$ cat config.mk
export PLATFORM = sky130hd
export DESIGN_NAME = day_count_calendar_converter_core
export DESIGN_NICKNAME = d
export VERILOG_FILES = /design/src/hw/rtl/dccc_pkg.sv /design/src/hw/rtl/day_count_calendar_converter_core.sv /design/src/hw/rtl/dccc_front.sv /design/src/hw/rtl/dccc_queue.sv /design/src/hw/rtl/dccc_back.sv
export SDC_FILE = /design/constraint.sdc
export NUM_CORES = 1
export LEC_CHECK = 0
export BUFFER_PORTS_ARGS = -buffer_cell sky130_fd_sc_hd__buf_4
export CORE_MARGIN = 4
export CORE_UTILIZATION = 55
export DETAILED_ROUTE_END_ITERATION = 8
export MAX_ROUTING_LAYER = met4
export PLACE_DENSITY_LB_ADDON = 0.1
export SETUP_SLACK_MARGIN = 0.1
export SYNTH_ARGS = -nofsm -noshare
export SYNTH_HDL_FRONTEND = slang
export SYNTH_HIERARCHICAL = 1
export SYNTH_SLANG_ARGS = --single-unit
$ cat constraint.sdc
create_clock -name clk -period 17.89 [get_ports clk]
set_input_delay 1.789 -clock clk [delete_from_list [all_inputs] [get_ports clk]]
set_output_delay 1.789 -clock clk [all_outputs]
set_load 0.01 [all_outputs]
$ cat src/hw/rtl/dccc_pkg.sv
// Shared types, constants and calendar helpers for the day-count calendar converter.
// Used by dccc_front, dccc_queue, dccc_back and the top level; no dependencies.
`default_nettype none

package dccc_pkg;

  localparam logic [11:0] BASE_YEAR  = 12'd2008;
  localparam logic [11:0] MAX_SPAN   = 12'd180;
  localparam logic [15:0] MAX_COUNT  = 16'hFFFF;
  localparam logic [16:0] MAX_TOTAL  = 17'd65535;
  localparam logic [15:0] FOUR_YEARS = 16'd1461;
  localparam logic [15:0] LEAP_LEN   = 16'd366;
  localparam logic [15:0] YEAR_LEN   = 16'd365;
  localparam logic [3:0]  MONTH_JAN  = 4'd1;
  localparam logic [3:0]  MONTH_FEB  = 4'd2;
  localparam logic [3:0]  MONTH_DEC  = 4'd12;

  localparam logic [1:0] KIND_TICK = 2'd0;
  localparam logic [1:0] KIND_DATE = 2'd1;
  localparam logic [1:0] KIND_NUM  = 2'd2;

  localparam logic [1:0] STAT_OK    = 2'd0;
  localparam logic [1:0] STAT_CLAMP = 2'd1;
  localparam logic [1:0] STAT_SAT   = 2'd2;

  typedef enum logic [1:0] {
    OP_TICK,
    OP_DATE,
    OP_NUM,
    OP_NOP
  } op_t;

  typedef struct packed {
    op_t         op;
    logic [11:0] year;
    logic [3:0]  month;
    logic [4:0]  day;
    logic        clamped;
    logic [15:0] count;
  } req_t;

  typedef enum logic [2:0] {
    S_IDLE,
    S_DBASE,
    S_DMON,
    S_DCHK,
    S_QUAD,
    S_YEAR,
    S_MON,
    S_DONE
  } seq_state_t;

  // Valid for years from the base year through 2099; the base year is a leap year.
  function automatic logic is_leap(logic [11:0] year);
    return year[1:0] == 2'b00;
  endfunction

  function automatic logic [4:0] month_len(logic [11:0] year, logic [3:0] month);
    logic [4:0] len;
    case (month)
      4'd2:    len = is_leap(year) ? 5'd29 : 5'd28;
      4'd4:    len = 5'd30;
      4'd6:    len = 5'd30;
      4'd9:    len = 5'd30;
      4'd11:   len = 5'd30;
      default: len = 5'd31;
    endcase
    return len;
  endfunction

endpackage

`default_nettype wire

$ cat src/hw/rtl/day_count_calendar_converter_core.sv
// Day-count calendar converter, top level: front end, request queue and sequencer.
// Depends on dccc_pkg, dccc_front, dccc_queue and dccc_back.
`default_nettype none

// Keeps a day count (2008-01-01 is day 1) and the matching date, and returns one
// result per request with the state after it. A tick or unknown kind passes straight
// to the result state; a date load walks each preceding month, and a number load
// walks four-year blocks (up to 44 blocks), then single years (up to 3) and months
// (up to 11), one step per cycle. A date load that saturates adds the same walk.
// The queue of QUEUE_DEPTH requests lets new requests in while the sequencer is
// busy or a result waits to be taken.
module day_count_calendar_converter_core
  import dccc_pkg::*;
#(
  parameter int QUEUE_DEPTH = 2
) (
  input  wire logic        clk,
  input  wire logic        rst,
  input  wire logic        in_valid,
  output logic             in_ready,
  input  wire logic [1:0]  kind,
  input  wire logic [11:0] load_year,
  input  wire logic [3:0]  load_month,
  input  wire logic [4:0]  load_day,
  input  wire logic [15:0] load_day_number,
  output logic             out_valid,
  input  wire logic        out_ready,
  output logic [11:0]      out_year,
  output logic [3:0]       out_month,
  output logic [4:0]       out_day,
  output logic [15:0]      out_day_number,
  output logic [1:0]       status
);

  req_t push_entry;
  req_t head_entry;
  logic push;
  logic q_ready;
  logic q_valid;
  logic q_pop;

  dccc_front u_front (
    .in_valid        (in_valid),
    .in_ready        (in_ready),
    .kind            (kind),
    .load_year       (load_year),
    .load_month      (load_month),
    .load_day        (load_day),
    .load_day_number (load_day_number),
    .q_ready         (q_ready),
    .q_push          (push),
    .q_entry         (push_entry)
  );

  dccc_queue #(
    .DEPTH (QUEUE_DEPTH)
  ) u_queue (
    .clk        (clk),
    .rst        (rst),
    .push       (push),
    .push_entry (push_entry),
    .ready      (q_ready),
    .pop        (q_pop),
    .valid      (q_valid),
    .entry      (head_entry)
  );

  dccc_back u_back (
    .clk            (clk),
    .rst            (rst),
    .q_valid        (q_valid),
    .q_entry        (head_entry),
    .q_pop          (q_pop),
    .out_valid      (out_valid),
    .out_ready      (out_ready),
    .out_year       (out_year),
    .out_month      (out_month),
    .out_day        (out_day),
    .out_day_number (out_day_number),
    .status         (status)
  );

endmodule

`default_nettype wire

$ cat src/hw/rtl/dccc_front.sv
// Front end: accepts requests, decodes the kind and sanitizes date fields.
// Depends on dccc_pkg; feeds dccc_queue.
`default_nettype none

module dccc_front
  import dccc_pkg::*;
(
  input  wire logic        in_valid,
  output logic             in_ready,
  input  wire logic [1:0]  kind,
  input  wire logic [11:0] load_year,
  input  wire logic [3:0]  load_month,
  input  wire logic [4:0]  load_day,
  input  wire logic [15:0] load_day_number,
  input  wire logic        q_ready,
  output logic             q_push,
  output req_t             q_entry
);

  logic [11:0] year_c;
  logic [3:0]  month_c;
  logic [4:0]  day_c;
  logic [4:0]  len_c;
  logic        clamped;

  assign in_ready = q_ready;
  assign q_push   = in_valid && q_ready;

  // Clamp the date fields; the day limit follows the clamped year and month.
  always_comb begin
    clamped = 1'b0;
    year_c  = load_year;
    month_c = load_month;
    day_c   = load_day;
    if (load_year < BASE_YEAR) begin
      year_c  = BASE_YEAR;
      clamped = 1'b1;
    end
    if (load_month < MONTH_JAN) begin
      month_c = MONTH_JAN;
      clamped = 1'b1;
    end else if (load_month > MONTH_DEC) begin
      month_c = MONTH_DEC;
      clamped = 1'b1;
    end
    len_c = month_len(year_c, month_c);
    if (load_day == 5'd0) begin
      day_c   = 5'd1;
      clamped = 1'b1;
    end else if (load_day > len_c) begin
      day_c   = len_c;
      clamped = 1'b1;
    end
  end

  always_comb begin
    q_entry.year    = year_c;
    q_entry.month   = month_c;
    q_entry.day     = day_c;
    q_entry.clamped = clamped;
    q_entry.count   = (load_day_number == 16'd0) ? 16'd1 : load_day_number;
    case (kind)
      KIND_TICK: q_entry.op = OP_TICK;
      KIND_DATE: q_entry.op = OP_DATE;
      KIND_NUM:  q_entry.op = OP_NUM;
      default:   q_entry.op = OP_NOP;
    endcase
  end

endmodule

`default_nettype wire

$ cat src/hw/rtl/dccc_queue.sv
// Short request queue between the front end and the sequencer.
// Depends on dccc_pkg for the request type.
`default_nettype none

module dccc_queue
  import dccc_pkg::*;
#(
  parameter int DEPTH = 2
) (
  input  wire logic clk,
  input  wire logic rst,
  input  wire logic push,
  input  wire req_t push_entry,
  output logic      ready,
  input  wire logic pop,
  output logic      valid,
  output req_t      entry
);

  localparam int PTR_W = $clog2(DEPTH);
  localparam int CNT_W = $clog2(DEPTH + 1);

  req_t             slots [DEPTH];
  logic [PTR_W-1:0] wr_ptr;
  logic [PTR_W-1:0] rd_ptr;
  logic [CNT_W-1:0] count;

  function automatic logic [PTR_W-1:0] advance(logic [PTR_W-1:0] ptr);
    return (ptr == PTR_W'(DEPTH - 1)) ? '0 : ptr + PTR_W'(1);
  endfunction

  assign ready = count != CNT_W'(DEPTH);
  assign valid = count != '0;
  assign entry = slots[rd_ptr];

  always_ff @(posedge clk) begin
    if (push) begin
      slots[wr_ptr] <= push_entry;
    end
  end

  always_ff @(posedge clk) begin
    if (rst) begin
      wr_ptr <= '0;
      rd_ptr <= '0;
      count  <= '0;
    end else begin
      if (push) begin
        wr_ptr <= advance(wr_ptr);
      end
      if (pop) begin
        rd_ptr <= advance(rd_ptr);
      end
      case ({push, pop})
        2'b10:   count <= count + CNT_W'(1);
        2'b01:   count <= count - CNT_W'(1);
        default: count <= count;
      endcase
    end
  end

endmodule

`default_nettype wire

$ cat src/hw/rtl/dccc_back.sv
// Back end: holds the calendar state and runs each request as a short sequence.
// Depends on dccc_pkg; pops requests from dccc_queue, drives the result register.
`default_nettype none

module dccc_back
  import dccc_pkg::*;
(
  input  wire logic        clk,
  input  wire logic        rst,
  input  wire logic        q_valid,
  input  wire req_t        q_entry,
  output logic             q_pop,
  output logic             out_valid,
  input  wire logic        out_ready,
  output logic [11:0]      out_year,
  output logic [3:0]       out_month,
  output logic [4:0]       out_day,
  output logic [15:0]      out_day_number,
  output logic [1:0]       status
);

  seq_state_t  state, state_next;

  logic [15:0] day_count, day_count_next;
  logic [11:0] cur_year, cur_year_next;
  logic [3:0]  cur_month, cur_month_next;
  logic [4:0]  cur_day, cur_day_next;

  logic [11:0] ld_year, ld_year_next;
  logic [3:0]  ld_month, ld_month_next;
  logic [4:0]  ld_day, ld_day_next;
  logic        ld_clamped, ld_clamped_next;
  logic [16:0] acc, acc_next;
  logic [3:0]  idx, idx_next;
  logic [15:0] rem, rem_next;
  logic [1:0]  stat, stat_next;

  logic        out_valid_next;
  logic [11:0] out_year_next;
  logic [3:0]  out_month_next;
  logic [4:0]  out_day_next;
  logic [15:0] out_day_number_next;
  logic [1:0]  status_next;

  logic [11:0] span;
  logic        span_over;
  logic [4:0]  cur_len;
  logic [15:0] year_len;
  logic        quad_more;
  logic        year_more;
  logic        mon_more;
  logic        slot_free;

  assign span      = ld_year - BASE_YEAR;
  assign span_over = span >= MAX_SPAN;
  assign cur_len   = month_len(cur_year, cur_month);
  assign year_len  = is_leap(cur_year) ? LEAP_LEN : YEAR_LEN;
  assign quad_more = rem >= FOUR_YEARS;
  assign year_more = rem >= year_len;
  assign mon_more  = (cur_month < MONTH_DEC) && (rem >= 16'(cur_len));
  assign slot_free = !out_valid || out_ready;

  always_comb begin
    state_next = state;
    case (state)
      S_IDLE: begin
        if (q_valid) begin
          case (q_entry.op)
            OP_DATE: state_next = S_DBASE;
            OP_NUM:  state_next = S_QUAD;
            default: state_next = S_DONE;
          endcase
        end
      end
      S_DBASE: state_next = span_over ? S_QUAD : S_DMON;
      S_DMON:  state_next = (idx < ld_month) ? S_DMON : S_DCHK;
      S_DCHK:  state_next = (acc > MAX_TOTAL) ? S_QUAD : S_DONE;
      S_QUAD:  state_next = quad_more ? S_QUAD : S_YEAR;
      S_YEAR:  state_next = year_more ? S_YEAR : S_MON;
      S_MON:   state_next = mon_more ? S_MON : S_DONE;
      S_DONE:  state_next = slot_free ? S_IDLE : S_DONE;
      default: state_next = S_IDLE;
    endcase
  end

  always_comb begin
    q_pop               = 1'b0;
    day_count_next      = day_count;
    cur_year_next       = cur_year;
    cur_month_next      = cur_month;
    cur_day_next        = cur_day;
    ld_year_next        = ld_year;
    ld_month_next       = ld_month;
    ld_day_next         = ld_day;
    ld_clamped_next     = ld_clamped;
    acc_next            = acc;
    idx_next            = idx;
    rem_next            = rem;
    stat_next           = stat;
    out_valid_next      = out_valid && !out_ready;
    out_year_next       = out_year;
    out_month_next      = out_month;
    out_day_next        = out_day;
    out_day_number_next = out_day_number;
    status_next         = status;
    case (state)
      S_IDLE: begin
        if (q_valid) begin
          q_pop           = 1'b1;
          ld_year_next    = q_entry.year;
          ld_month_next   = q_entry.month;
          ld_day_next     = q_entry.day;
          ld_clamped_next = q_entry.clamped;
          stat_next       = STAT_OK;
          case (q_entry.op)
            OP_TICK: begin
              if (day_count == MAX_COUNT) begin
                stat_next = STAT_SAT;
              end else begin
                day_count_next = day_count + 16'd1;
                if (cur_day < cur_len) begin
                  cur_day_next = cur_day + 5'd1;
                end else begin
                  cur_day_next = 5'd1;
                  if (cur_month < MONTH_DEC) begin
                    cur_month_next = cur_month + 4'd1;
                  end else begin
                    cur_month_next = MONTH_JAN;
                    cur_year_next  = cur_year + 12'd1;
                  end
                end
              end
            end
            OP_NUM: begin
              day_count_next = q_entry.count;
              rem_next       = q_entry.count - 16'd1;
              cur_year_next  = BASE_YEAR;
              cur_month_next = MONTH_JAN;
            end
            default: begin
            end
          endcase
        end
      end
      S_DBASE: begin
        if (span_over) begin
          // Saturate and rebuild the date from the top count
          day_count_next = MAX_COUNT;
          rem_next       = MAX_COUNT - 16'd1;
          cur_year_next  = BASE_YEAR;
          cur_month_next = MONTH_JAN;
          stat_next      = STAT_SAT;
        end else begin
          acc_next = ({9'd0, span[7:0]} * 17'd365) + 17'((span + 12'd3) >> 2);
          idx_next = MONTH_JAN;
        end
      end
      S_DMON: begin
        if (idx < ld_month) begin
          acc_next = acc + 17'(month_len(ld_year, idx));
          idx_next = idx + 4'd1;
        end else begin
          acc_next = acc + 17'(ld_day);
        end
      end
      S_DCHK: begin
        if (acc > MAX_TOTAL) begin
          day_count_next = MAX_COUNT;
          rem_next       = MAX_COUNT - 16'd1;
          cur_year_next  = BASE_YEAR;
          cur_month_next = MONTH_JAN;
          stat_next      = STAT_SAT;
        end else begin
          day_count_next = acc[15:0];
          cur_year_next  = ld_year;
          cur_month_next = ld_month;
          cur_day_next   = ld_day;
          stat_next      = ld_clamped ? STAT_CLAMP : STAT_OK;
        end
      end
      S_QUAD: begin
        if (quad_more) begin
          rem_next      = rem - FOUR_YEARS;
          cur_year_next = cur_year + 12'd4;
        end
      end
      S_YEAR: begin
        if (year_more) begin
          rem_next      = rem - year_len;
          cur_year_next = cur_year + 12'd1;
        end
      end
      S_MON: begin
        if (mon_more) begin
          rem_next       = rem - 16'(cur_len);
          cur_month_next = cur_month + 4'd1;
        end else begin
          cur_day_next = rem[4:0] + 5'd1;
        end
      end
      S_DONE: begin
        if (slot_free) begin
          out_valid_next      = 1'b1;
          out_year_next       = cur_year;
          out_month_next      = cur_month;
          out_day_next        = cur_day;
          out_day_number_next = day_count;
          status_next         = stat;
        end
      end
      default: begin
      end
    endcase
  end

  always_ff @(posedge clk) begin
    if (rst) begin
      state     <= S_IDLE;
      out_valid <= 1'b0;
      day_count <= 16'd1;
      cur_year  <= BASE_YEAR;
      cur_month <= MONTH_JAN;
      cur_day   <= 5'd1;
    end else begin
      state     <= state_next;
      out_valid <= out_valid_next;
      day_count <= day_count_next;
      cur_year  <= cur_year_next;
      cur_month <= cur_month_next;
      cur_day   <= cur_day_next;
    end
  end

  always_ff @(posedge clk) begin
    ld_year        <= ld_year_next;
    ld_month       <= ld_month_next;
    ld_day         <= ld_day_next;
    ld_clamped     <= ld_clamped_next;
    acc            <= acc_next;
    idx            <= idx_next;
    rem            <= rem_next;
    stat           <= stat_next;
    out_year       <= out_year_next;
    out_month      <= out_month_next;
    out_day        <= out_day_next;
    out_day_number <= out_day_number_next;
    status         <= status_next;
  end

`ifndef SYNTH
  a_idle_date_ok: assert property (@(posedge clk) disable iff (rst)
    state == S_IDLE |-> day_count != 16'd0 && cur_month >= MONTH_JAN &&
      cur_month <= MONTH_DEC && cur_day != 5'd0 &&
      cur_day <= month_len(cur_year, cur_month))
    else $error("calendar state inconsistent while idle");

  a_sat_top: assert property (@(posedge clk) disable iff (rst)
    out_valid && status == STAT_SAT |-> out_day_number == MAX_COUNT)
    else $error("saturated result without top day count");

  a_pop_busy: assert property (@(posedge clk) disable iff (rst)
    q_pop |=> state != S_IDLE)
    else $error("request popped but sequencer stayed idle");

  a_year_walk: assert property (@(posedge clk) disable iff (rst)
    state == S_YEAR |-> rem < FOUR_YEARS && cur_month == MONTH_JAN)
    else $error("year walk entered with remainder out of range");
`endif

endmodule

`default_nettype wire
Word-level counts from Yosys, hierarchy flattened
Memory sizes are Yosys's and may differ from the RTL's. A register that Yosys moved wholly into a read port is not among the register bits. Index checks and enable logic that the tools add are counted.

Bits in registers: 145. Memories kept: 1. RAM bits: 80. Output and inout bits: 41. Logic and storage cells: 233. Input port bits: 43.

Order comparisons: 12. Mux-type cells: 95. Add/sub/neg operators: 20. Equal/unequal tests: 47. Reduce and logical (&&, ||, !) cells: 35. $mul: 1.

Memories: u_queue.slots (depth 2, width 40, read ports 1, clocked after Yosys merged registers in 1, wr ports 1, RTL line dccc_queue.sv:23) `req_t slots [DEPTH];`.

Operator list (number): two-way mux 16 bit (12); two-way mux 12 bit (9); case mux 16 bit (6 select lines) (1); case mux 12 bit (5 select lines) (1); two-way mux 5 bit (10); case mux 16 bit (3 select lines) (1); two-way mux 4 bit (11); adder 17 x 5 -> 17 bit (2); two-way mux 17 bit (2); case mux 17 bit (2 select lines) (1); case mux 16 bit (2 select lines) (1); case mux 5 bit (2 select lines) (3); == test 4 x 3 -> 1 bit (second input constant) (6); == test 4 bit (second input constant) (6); case mux 12 bit (2 select lines) (1); case mux 3 bit (8 select lines) (1); two-way mux 1 bit (22); adder 17 x 15 -> 17 bit (1); greater-than comparator 17 x 16 -> 1 bit (second input constant) (1); multiplier 8 x 9 -> 17 bit (second input constant) (1); adder 16 x 1 -> 16 bit (second input constant) (1); == test 16 bit (second input constant) (1); greater-or-equal comparator 16 x 11 -> 1 bit (second input constant) (1); greater-or-equal comparator 16 bit (1); 60 further kinds (113).

Longest topological paths before layout
Gate-level depths: netlist of the first run.

Depth after elaboration: 9. Gate-level depth with buffers: 25. Mapped depth without buffers: 25.

Modules after synthesis
The synthesis of the first run kept the hierarchy.

By module, submodules not included: dccc_back (instances 1, seq. area each 3823.7 um2, cells each 1242, area an instance 11248.3 um2); dccc_queue (instances 1, seq. area each 2502.4 um2, cells each 146, area an instance 3078.0 um2); dccc_front (instances 1, seq. area each 0.0 um2, cells each 74, area an instance 455.4 um2).

Worst setup path before layout of the first run
OpenSTA, ideal clock, no wires.

Path type: register to register. Start: register u_back.ld_year[3]. End: register u_back.acc[16], data pin. Buffers on the path: 0. Path slack: 11.701 ns. Cell stages (with the launch flop): 25. Arrival time: 5.925 ns. Clock period less this slack: 6.189 ns. Data required time: 17.626 ns. Setup time: 0.264 ns. Path through: edfxtp_1 ha_1 o21ai_0 xor2_1 inv_1 ha_1 and3_1 maj3_1 nand2_1 xnor2_1 ha_1 inv_1 fa_1 inv_1 fa_1 inv_1 fa_1 inv_1 ha_1 or3_1 o2111ai_1 or3b_2 a31oi_1 xnor2_1 mux2i_1.

Word-level cells in the longest chain between the ends: 5. Elaborated cells on any way between the ends: 6. Classes of those cells: add/sub: 3; mul: 1; mux: 2.

Ends and longest elaborated chain: start, declared (RTL line dccc_back.sv:29) `logic [11:0] ld_year, ld_year_next;`; start signal, assigned (RTL line dccc_back.sv:235) `ld_year <= ld_year_next;`; subtractor 12 x 11 -> 12 bit (*) (RTL line dccc_back.sv:54) `assign span = ld_year - BASE_YEAR;`; multiplier 8 x 9 -> 17 bit / adder 12 x 2 -> 13 bit (equally long branches) (RTL line dccc_back.sv:154) `acc_next = ({9'd0, span[7:0]} * 17'd365) + 17'((span + 12'd3) >> 2);`; adder 17 x 15 -> 17 bit (*) (RTL line dccc_back.sv:154); two-way mux 17 bit (*) (RTL line dccc_back.sv:146) `if (span_over) begin`; case mux 17 bit (2 select lines) (*) (RTL line dccc_back.sv:106) `case (state)`; named net u_back.acc_next[16] (RTL line dccc_back.sv:33) `logic [16:0] acc, acc_next;`; end signal, assigned (RTL line dccc_back.sv:239) `acc <= acc_next;`; end, declared (RTL line dccc_back.sv:33).

The timed path passes the listed nets; every way through them passes the cells marked *. The select of a mux whose other input is x is not followed. A chain may end at the register's enable or synchronous reset.

Final worst setup path of the first run
Ends and elaborated chain as after synthesis.

==> results.yml, run 1 <==
global_routing:
  grt_pass1_vias: 10990
  grtUsageTotal_pct: 26.92
  grt_max_degree: 41
  grt_first_pass_wirelength_mm: 61.15
  overflow: 0
  antenna_found_initial: 0
clocking:
  clock_path_buffers: 3
  cts.htree.levels: 1
  cts.sinks: 226
  cts_tree: "built"
  clk_latency_ns: 0.54
  cts-root-buf: "clkbuf_16"
  postCtsSetupBuffers: 0
  cts_resized: 0
  hold_buffers: 0
  clkTransAtPathRegs_ns: 0.06
  cts_buffers: 25
worst_setup_path:
  crit_buf_inv: 5
  reg2reg_depth: 24
  path_max_fanout: 9
  rrSetupSlack_ns: 11.12
  rr_endpoint: "u_back/acc[16]"
  rr_startpoint: "u_back/ld_year[3]"
  cp.arrival_ns: 7.04
  critical_path_required_ns: 18.16
  crit_family: "adder cells"
  cp-end-kind: "flip-flop"
  critical_path_class: "flip-flop to flip-flop"
  slowest_delay_ns: 0.57
  crit_chain: "ha_1 -> o21ai_0 -> xor2_1 -> inv_1 -> ha_1 -> and3_1 -> maj3_1 -> nand2_1 -> xnor2_1 -> ha_1 -> inv_1 -> fa_1 -> inv_1 -> fa_1 -> inv_1 -> fa_1 -> inv_1 -> ha_1 -> or3_1 -> o2111ai_1 -> or3b_2 -> a31oi_1 -> xnor2_1 -> mux2i_1"
  critPathSlowestCell: "edfxtp_1"
  cp_common_cell: "inv_1"
  start_kind: "flip-flop"
worst_hold_path:
  hold_depth: 0
  hold_path_end: "u_back/status[0]"
  holdCritPathClass: "flip-flop to flip-flop"
  hp-start: "u_back/stat[0]"
floorplan:
  die-area_sq_mm: 0.02956
  rows: 59
  die_h_um: 171.9
  start_util_pct: 56.25
  dieWidth_um: 171.9
  ios: 84
  core_area_sq_mm: 0.02628
sta:
  layout_min_cycle_time_ns: 6.774
  relSlewSlack_pct: 22.83
  hold_viol_final: 0
  finalMaxSlewViolations: 0
  fmax_mhz: 147.6
  rsz0062_at_grt: "no"
  setup_tns_ns: 0
  finalHoldWorstSlack_ns: 0.4251
  finalSetupViolations: 0
  finClkSkew_ns: 0.02109
  tightestPinTransition_ns: 1.158
  period_share_pct: 37.86
routing:
  drc_errors: 0
  post_drt_wl_per_cell_um: 20.95
  firstDrtPassIters: 5
  postRouteAntennaNets: 0
  route.vias.total: 11340
  vias_per_cell: 6.114
  drt_iter0_markers: 1177
  finalWirelength_mm: 38.85
synthesis:
  seq_area_frac_synth_pct: 42.80
  netlist_instances: 1462
  yosysUniqueCellTypes: 90
  async_reset_ff_share_pct: 0
  ys_warn_count: 6
  syn_area_per_cell_sq_um: 10.11
  syn_nets: 1626
  ys.flop_type: "edfxtp_1"
  synth-seq-cells: 226
  syn-cell-area_sq_mm: 0.01478
  synth_edf_count: 180
final_layout:
  final_common_cell: "edfxtp_1"
  diodes: 0
  syn_to_final_growth_pct: 11.41
  nNetsFinal: 1664
  fillers: 2162
  layout_common_cells: "edfxtp_1 (180), nand2_1 (130), inv_1 (119), buf_4 (96), nor2_1 (93)"
  final_core_util_pct: 62.66
  drive_gt1_share_pct: 12.18
status:
  status: "finished clean"
placement:
  dp_hpwl_mm: 28.61
  portBuffers: 83
  place.gp.congestion: 0.9561
job:
  max_cap_violations: 0
how the worst max path moves through the flow:
stage                 startpoint        endpoint  cells past startpoint
3_3_place_gp   u_back/ld_year[3]  u_back/acc[16]                     24
3_5_place_dp   u_back/ld_year[3]  u_back/acc[16]                     24
4_1_cts        u_back/ld_year[3]  u_back/acc[16]                     24
2_1_floorplan  u_back/ld_year[3]  u_back/acc[16]                     24
5_1_grt        u_back/ld_year[3]  u_back/acc[16]                     24
6_report       u_back/ld_year[3]  u_back/acc[16]                     24
per-stage QoR:
step / setup WS [ns] / instances / cell area, sq um
2_1_floorplan: 11.70 / 1462 / 14780
3_3_place_gp: 11.30 / 1808 / 15580
3_5_place_dp: 11.15 / 1808 / 15580
4_1_cts: 11.14 / 1854 / 16470
5_1_grt: 10.69 / 1854 / 16470
6_report: 11.12 / 1854 / 16470
layout make-up:
type	instances	area (sq um)	share of cell area, %
tap	335	419.2	2.545
timing repair buffer	96	720.7	4.376
sequential	226	6327	38.42
clock buffer	33	675.6	4.103
clock inverter	13	210.2	1.276
multi-input combinational	1031	7665	46.54
inverter	120	450.4	2.735
per-layer routing:
metal	vias to the layer above	track usage (%)	share of wire [%]
li1	5359	-	-
met1	5502	38.80	46
met2	429	41.53	46
met3	45	3.132	6.6
met4	0	5.844	1.9
met5	-	-	0
worst reg2reg max path: stages, from the launching register on:
cell and delay [ns]:
edfxtp_1 0.57, ha_1 0.33, o21ai_0 0.20, xor2_1 0.34, inv_1 0.19, ha_1 0.33
and3_1 0.18, maj3_1 0.35, nand2_1 0.09, xnor2_1 0.08, ha_1 0.28, inv_1 0.05
fa_1 0.49, inv_1 0.05, fa_1 0.48, inv_1 0.06, fa_1 0.53, inv_1 0.04
ha_1 0.23, or3_1 0.41, o2111ai_1 0.34, or3b_2 0.48, a31oi_1 0.21, xnor2_1 0.14
mux2i_1 0.09
kinds of logic (layout without fill, tap and decap cells):
family | after synthesis | in the layout | synth area share [%]
xor gates and xnor gates | 99 | 99 | 5.866
AOI/OAI and AO/OA | 340 | 340 | 15.38
DFF | 226 | 226 | 42.80
adders and majority gates | 122 | 122 | 11.99
and+or+nand+nor | 410 | 410 | 13.80
muxes | 60 | 60 | 4.639
buffers and inverters | 205 | 262 | 5.536
synth_stat cells (6+ instances only):
cell type    n  area, sq um
nand4_1     10        62.56
nand2b_1    15        93.84
o31ai_1      9        67.56
dfxtp_1     46        920.9
and3_1      16        100.1
buf_2       10        50.05
xnor2_1     66        578.1
nor2b_1     16        100.1
a32oi_1      6        52.55
o221ai_1    11        96.34
mux2i_1     10        100.1
or3_1       12        75.07
inv_1      119        446.7
mux2_2       8        90.09
nor4_1      13        81.33
a21oi_1     88        440.4
nand2_1    130        488.0
xor2_1      33        289.0
edfxtp_1   180         5405
fa_1        33        660.6
mux2_1      40        450.4
clkbuf_1    65        244.0
and2_1       7        43.79
nor3b_1      6        45.04
a211oi_1     6        45.04
or2_2       12        75.07
o211ai_1    18        135.1
nand3_1     27        135.1
o21ai_0     84        420.4
nor2_1      95        356.6
a31oi_1     13        81.33
a21o_1       9        67.56
nor3_1      25        125.1
a22oi_1     14        105.1
ha_1        88         1101
o22ai_1     10        62.56
flip-flops by register name, indices dropped and copies added (netlist names), 4 cells and up, named ones only:
name / count
u_queue/slots: 80
u_back/out_year: 12
u_back/out_day: 5
u_back/idx: 4
u_back/rem: 16
u_back/ld_month: 4
u_back/cur_year: 12
u_back/ld_year: 12
u_back/out_month: 4
u_back/acc: 17
u_back/cur_month: 4
u_back/day_count: 16
u_back/ld_day: 5
u_back/out_day_number: 16
u_back/cur_day: 5
Power of run 1 is left out: the tool's default activity adds up to more than one toggle a clock period on the data nets, which glitch-free logic cannot reach.
==> run 2: changes to the inputs <==
Clock period 17.89 ns to 7.1 ns, I/O delays scaled along.
==> run 2 against run 1 <==
Worst setup slack worse by 11 ns. Core utilization is 0.13 points lower. Hold slack got worse by 0.061 ns. Cell area decreased by 0.21%. Non-clock buffer count is 4 higher. Largest cell class unchanged.
==> results.yml, run 2 (synthesis gave the netlist of run 1 again) <==
status:
  status: "finished clean"
routing:
  post_drt_wl_per_cell_um: 20.96
  drt_iter0_markers: 1094
  vias_per_cell: 6.140
  route.vias.total: 11410
  postRouteAntennaNets: 0
  drc_errors: 0
  finalWirelength_mm: 38.95
  firstDrtPassIters: 7
clocking:
  cts_tree: "built"
  cts_resized: 0
  clock_path_buffers: 3
  cts_buffers: 25
  clk_latency_ns: 0.53
  cts.sinks: 226
  clkTransAtPathRegs_ns: 0.06
  postCtsSetupBuffers: 0
  cts-root-buf: "clkbuf_16"
  cts.htree.levels: 1
  hold_buffers: 0
sta:
  tightestPinTransition_ns: 1.150
  layout_min_cycle_time_ns: 6.510
  rsz0062_at_grt: "no"
  finalMaxSlewViolations: 0
  finClkSkew_ns: 0.01112
  relSlewSlack_pct: 23.33
  fmax_mhz: 153.6
  hold_viol_final: 0
  setup_tns_ns: 0
  finalSetupViolations: 0
  period_share_pct: 91.69
worst_setup_path:
  rrSetupSlack_ns: 0.59
  start_kind: "flip-flop"
  cp.arrival_ns: 6.77
  reg2reg_depth: 24
  critical_path_class: "flip-flop to flip-flop"
  rr_startpoint: "u_back/ld_year[4]"
  cp-end-kind: "flip-flop"
  rr_endpoint: "u_back/acc[16]"
  path_max_fanout: 5
  critical_path_required_ns: 7.36
final_layout:
  multi_input_area_sq_mm: 0.007665
  regMostFlops: "u_queue/slots"
  final_common_cell: "edfxtp_1"
  regArea_sq_mm: 0.006327
  nNetsFinal: 1668
  diodes: 0
  layout_common_cells: "edfxtp_1 (180), nand2_1 (130), inv_1 (119), buf_4 (100), nor2_1 (93)"
  largest_reg_flops: 80
  syn_to_final_growth_pct: 11.18
  layout.cell_area.non_filler_sq_mm: 0.01643
  reg.largest.list: "u_queue/slots (80), u_back/acc (17)"
  drive_gt1_share_pct: 12.28
  fillers: 2150
worst_hold_path:
  holdCritPathClass: "input port to flip-flop"
  hold_depth: 1
  hp-start: "kind[1]"
  hold_path_end: "u_queue/slots[0][39]"
global_routing:
  grt_util_met2_pct: 40.61
  overflow: 0
  grt_first_pass_wirelength_mm: 60.59
  use_met1_pct: 37.79
  grt_pass1_vias: 10900
  grt_max_degree: 41
  grtUsageTotal_pct: 26.84
  use_met3_pct: 3.955
  grt_busiest_layer: "met2"
  antenna_found_initial: 0
floorplan:
  start_util_pct: 56.25
  rows: 59
  die-area_sq_mm: 0.02956
  core_area_sq_mm: 0.02628
  ios: 84
  dieWidth_um: 171.9
  die_h_um: 171.9
placement:
  place.gp.congestion: 0.9589
  place_area_sq_mm: 0.01561
  dp_hpwl_mm: 28.86
  portBuffers: 83
job:
  max_cap_violations: 0
-- run 2: cell types whose count changed in the layout (fill, tap and decap cells not counted), sizes merged --
cell,delta
bufinv,-3
clkinvlp,-1
buf,+4
clkbuf,+2
inv,+1
clkinv,+1
-- run 2: worst max-delay path by stage --
stage	start	to	slack, ns	cells past startpoint
3_3_place_gp	u_back/ld_year[4]	u_back/acc[16]	0.69	24
2_1_floorplan	u_back/ld_year[3]	u_back/acc[16]	0.91	24
5_1_grt	u_back/ld_year[4]	u_back/acc[16]	0.29	24
3_5_place_dp	u_back/ld_year[4]	u_back/acc[16]	0.61	24
4_1_cts	u_back/ld_year[4]	u_back/acc[16]	0.60	24
6_report	u_back/ld_year[4]	u_back/acc[16]	0.59	24
-- run 2: layout make-up --
| cell class | instances | share of cell area, % |
|---|---|---|
| Tap cell | 335 | 2.550 |
| Sequential cell | 226 | 38.50 |
| Clock buffer | 35 | 4.225 |
| Multi-Input combinational cell | 1031 | 46.64 |
| Clock inverter | 11 | 0.7765 |
| Inverter | 120 | 2.741 |
| Timing Repair Buffer | 100 | 4.568 |
-- run 2: routing by layer --
layer | vias up | wire, um
li1 | 5374 | -
met1 | 5515 | 17490
met2 | 436 | 17450
met3 | 84 | 2719
met4 | 0 | 1283
met5 | - | 0
-- run 2: critical path: stages, from the launching register on --
cell	delay [ns]
edfxtp_1	0.43
ha_1	0.25
o21ai_0	0.20
xor2_1	0.34
inv_1	0.17
ha_1	0.33
and3_1	0.18
maj3_1	0.35
nand2_1	0.09
xnor2_1	0.07
ha_1	0.29
inv_1	0.05
fa_1	0.50
inv_1	0.05
fa_1	0.48
inv_1	0.06
fa_1	0.52
inv_1	0.04
ha_1	0.22
or3_1	0.41
o2111ai_1	0.31
or3b_2	0.47
a31oi_1	0.20
xnor2_1	0.13
mux2i_1	0.09
-- run 2: metrics by stage --
| stage | setup WS (ns) | utilization [%] | hold slack (ns) | instances |
|---|---|---|---|---|
| 2_1_floorplan | 0.9108 | - | 0.4003 | 1462 |
| 3_3_place_gp | 0.6891 | 59.41 | 0.4037 | 1812 |
| 3_5_place_dp | 0.6105 | 59.41 | 0.4065 | 1812 |
| 4_1_cts | 0.5951 | 62.54 | 0.3351 | 1858 |
| 5_1_grt | 0.2912 | 62.54 | 0.3519 | 1858 |
| 6_report | 0.5901 | 62.54 | 0.3644 | 1858 |
Power of run 2 is left out for the same reason.
==> run 3: changes to the inputs <==
Settings changed: SKIP_CTS_REPAIR_TIMING set to 1.
Clock period 7.1 ns to 7.7 ns, I/O delays scaled along.
==> run 3 against run 2 <==
Die area unchanged. Sequential share of layout area down 0.18 points. Hold slack better by 0.045 ns. Worst setup slack better by 0.35 ns. Via count about the same. First-iteration DRC count up 2.5%.
==> results.yml, run 3 (synthesis gave the netlist of run 1 again) <==
global_routing:
  antenna_found_initial: 1
  overflow: 0
  grt_max_degree: 41
  grtUsageTotal_pct: 27.25
  grt_first_pass_wirelength_mm: 61.82
  grt_pass1_vias: 11060
final_layout:
  multi_input_area_sq_mm: 0.007665
  drive_gt1_share_pct: 12.49
  regArea_sq_mm: 0.006327
  syn_to_final_growth_pct: 11.69
  stdcell_count: 1856
  nNetsFinal: 1665
  final_common_cell: "edfxtp_1"
  largest_reg_flops: 80
  diodes: 0
  layout_common_cells: "edfxtp_1 (180), nand2_1 (130), inv_1 (119), buf_4 (96), nor2_1 (93)"
  regMostFlops: "u_queue/slots"
  reg.largest.list: "u_queue/slots (80), u_back/acc (17)"
  fillers: 2193
worst_setup_path:
  path_max_fanout: 9
  cp.arrival_ns: 7.04
  rr_startpoint: "u_back/ld_year[3]"
  rrSetupSlack_ns: 0.94
  crit_path_start: "u_back/ld_year[3]"
  critical_path_required_ns: 7.98
  start_kind: "flip-flop"
  critical_path_class: "flip-flop to flip-flop"
  cp-end-kind: "flip-flop"
  rr_endpoint: "u_back/acc[16]"
  reg2reg_depth: 24
  endpoint: "u_back/acc[16]"
sta:
  fmax_mhz: 147.9
  finalSetupViolations: 0
  period_share_pct: 87.80
  rsz0062_at_grt: "no"
  finClkSkew_ns: 0.01779
  finalMaxSlewViolations: 0
  hold_viol_final: 0
  setup_tns_ns: 0
  finalHoldWorstSlack_ns: 0.4095
  tightestPinTransition_ns: 1.198
  relSlewSlack_pct: 20.15
  layout_min_cycle_time_ns: 6.761
placement:
  dp_hpwl_mm: 28.56
  place.gp.congestion: 0.9561
  portBuffers: 83
  placed_cells: 1808
routing:
  route.vias.total: 11410
  postRouteAntennaNets: 0
  drt_iter0_markers: 1121
  vias_per_cell: 6.148
  drc_errors: 0
  post_drt_wl_per_cell_um: 21.03
  finalWirelength_mm: 39.04
  firstDrtPassIters: 5
floorplan:
  die_h_um: 171.9
  ios: 84
  die-area_sq_mm: 0.02956
  rows: 59
  core_area_sq_mm: 0.02628
  start_util_pct: 56.25
  dieWidth_um: 171.9
clocking:
  cts.htree.levels: 1
  clkTransAtPathRegs_ns: 0.07
  cts_tree: "built"
  cts_buffers: 26
  cts-root-buf: "clkbuf_16"
  clk_latency_ns: 0.55
  cts.sinks: 226
  clock_path_buffers: 3
job:
  max_cap_violations: 0
status:
  status: "finished clean"
worst_hold_path:
  holdCritPathClass: "input port to flip-flop"
  hold_depth: 1
==> run 3: cell type report <==
type / instances / share of cell area [%]
Clock inverter: 20 / 1.501
Inverter: 120 / 2.728
Sequential cell: 226 / 38.33
Multi-Input combinational cell: 1031 / 46.43
Timing Repair Buffer: 96 / 4.365
Clock buffer: 28 / 4.115
Tap cell: 335 / 2.539
==> run 3: worst max-delay path, cell delays in order, from the launching register on <==
cell,delay [ns]
edfxtp_1,0.55
ha_1,0.32
o21ai_0,0.23
xor2_1,0.34
inv_1,0.18
ha_1,0.32
and3_1,0.18
maj3_1,0.35
nand2_1,0.09
xnor2_1,0.09
ha_1,0.29
inv_1,0.05
fa_1,0.49
inv_1,0.05
fa_1,0.48
inv_1,0.06
fa_1,0.52
inv_1,0.04
ha_1,0.23
or3_1,0.40
o2111ai_1,0.34
or3b_2,0.48
a31oi_1,0.20
xnor2_1,0.14
mux2i_1,0.09
==> run 3: per-stage QoR <==
step / area (sq um) / worst slack [ns] / util (%)
CTS: 16510 / 0.9884 / 62.82
global route: 16510 / 0.5910 / 62.82
detailed placement: 15580 / 1.021 / 59.29
finish: 16510 / 0.9394 / 62.82
global placement: 15580 / 1.109 / 59.29
floorplan: 14780 / 1.511 / -
==> run 3: how the worst min path moves through the flow <==
| stage | endpoint | from | slack, ns |
|---|---|---|---|
| 2_1_floorplan | u_back/status[0] | u_back/stat[0] | 0.40 |
| 3_3_place_gp | u_back/status[1] | u_back/stat[1] | 0.40 |
| 3_5_place_dp | u_back/status[0] | u_back/stat[0] | 0.41 |
| 4_1_cts | u_queue/slots[0][39] | kind[1] | 0.39 |
| 5_1_grt | u_queue/slots[1][1] | load_day_number[1] | 0.39 |
| 6_report | u_queue/slots[0][39] | kind[1] | 0.41 |
==> run 3: routing by layer <==
layer | track usage, % | wire length, um | vias up
met3 | 2.629 | 2765 | 54
met4 | 6.869 | 897 | 0
met1 | 39.25 | 17580 | 5491
met5 | - | 0 | -
met2 | 41.97 | 17790 | 499
li1 | - | - | 5367
Power of run 3 is left out for the same reason.
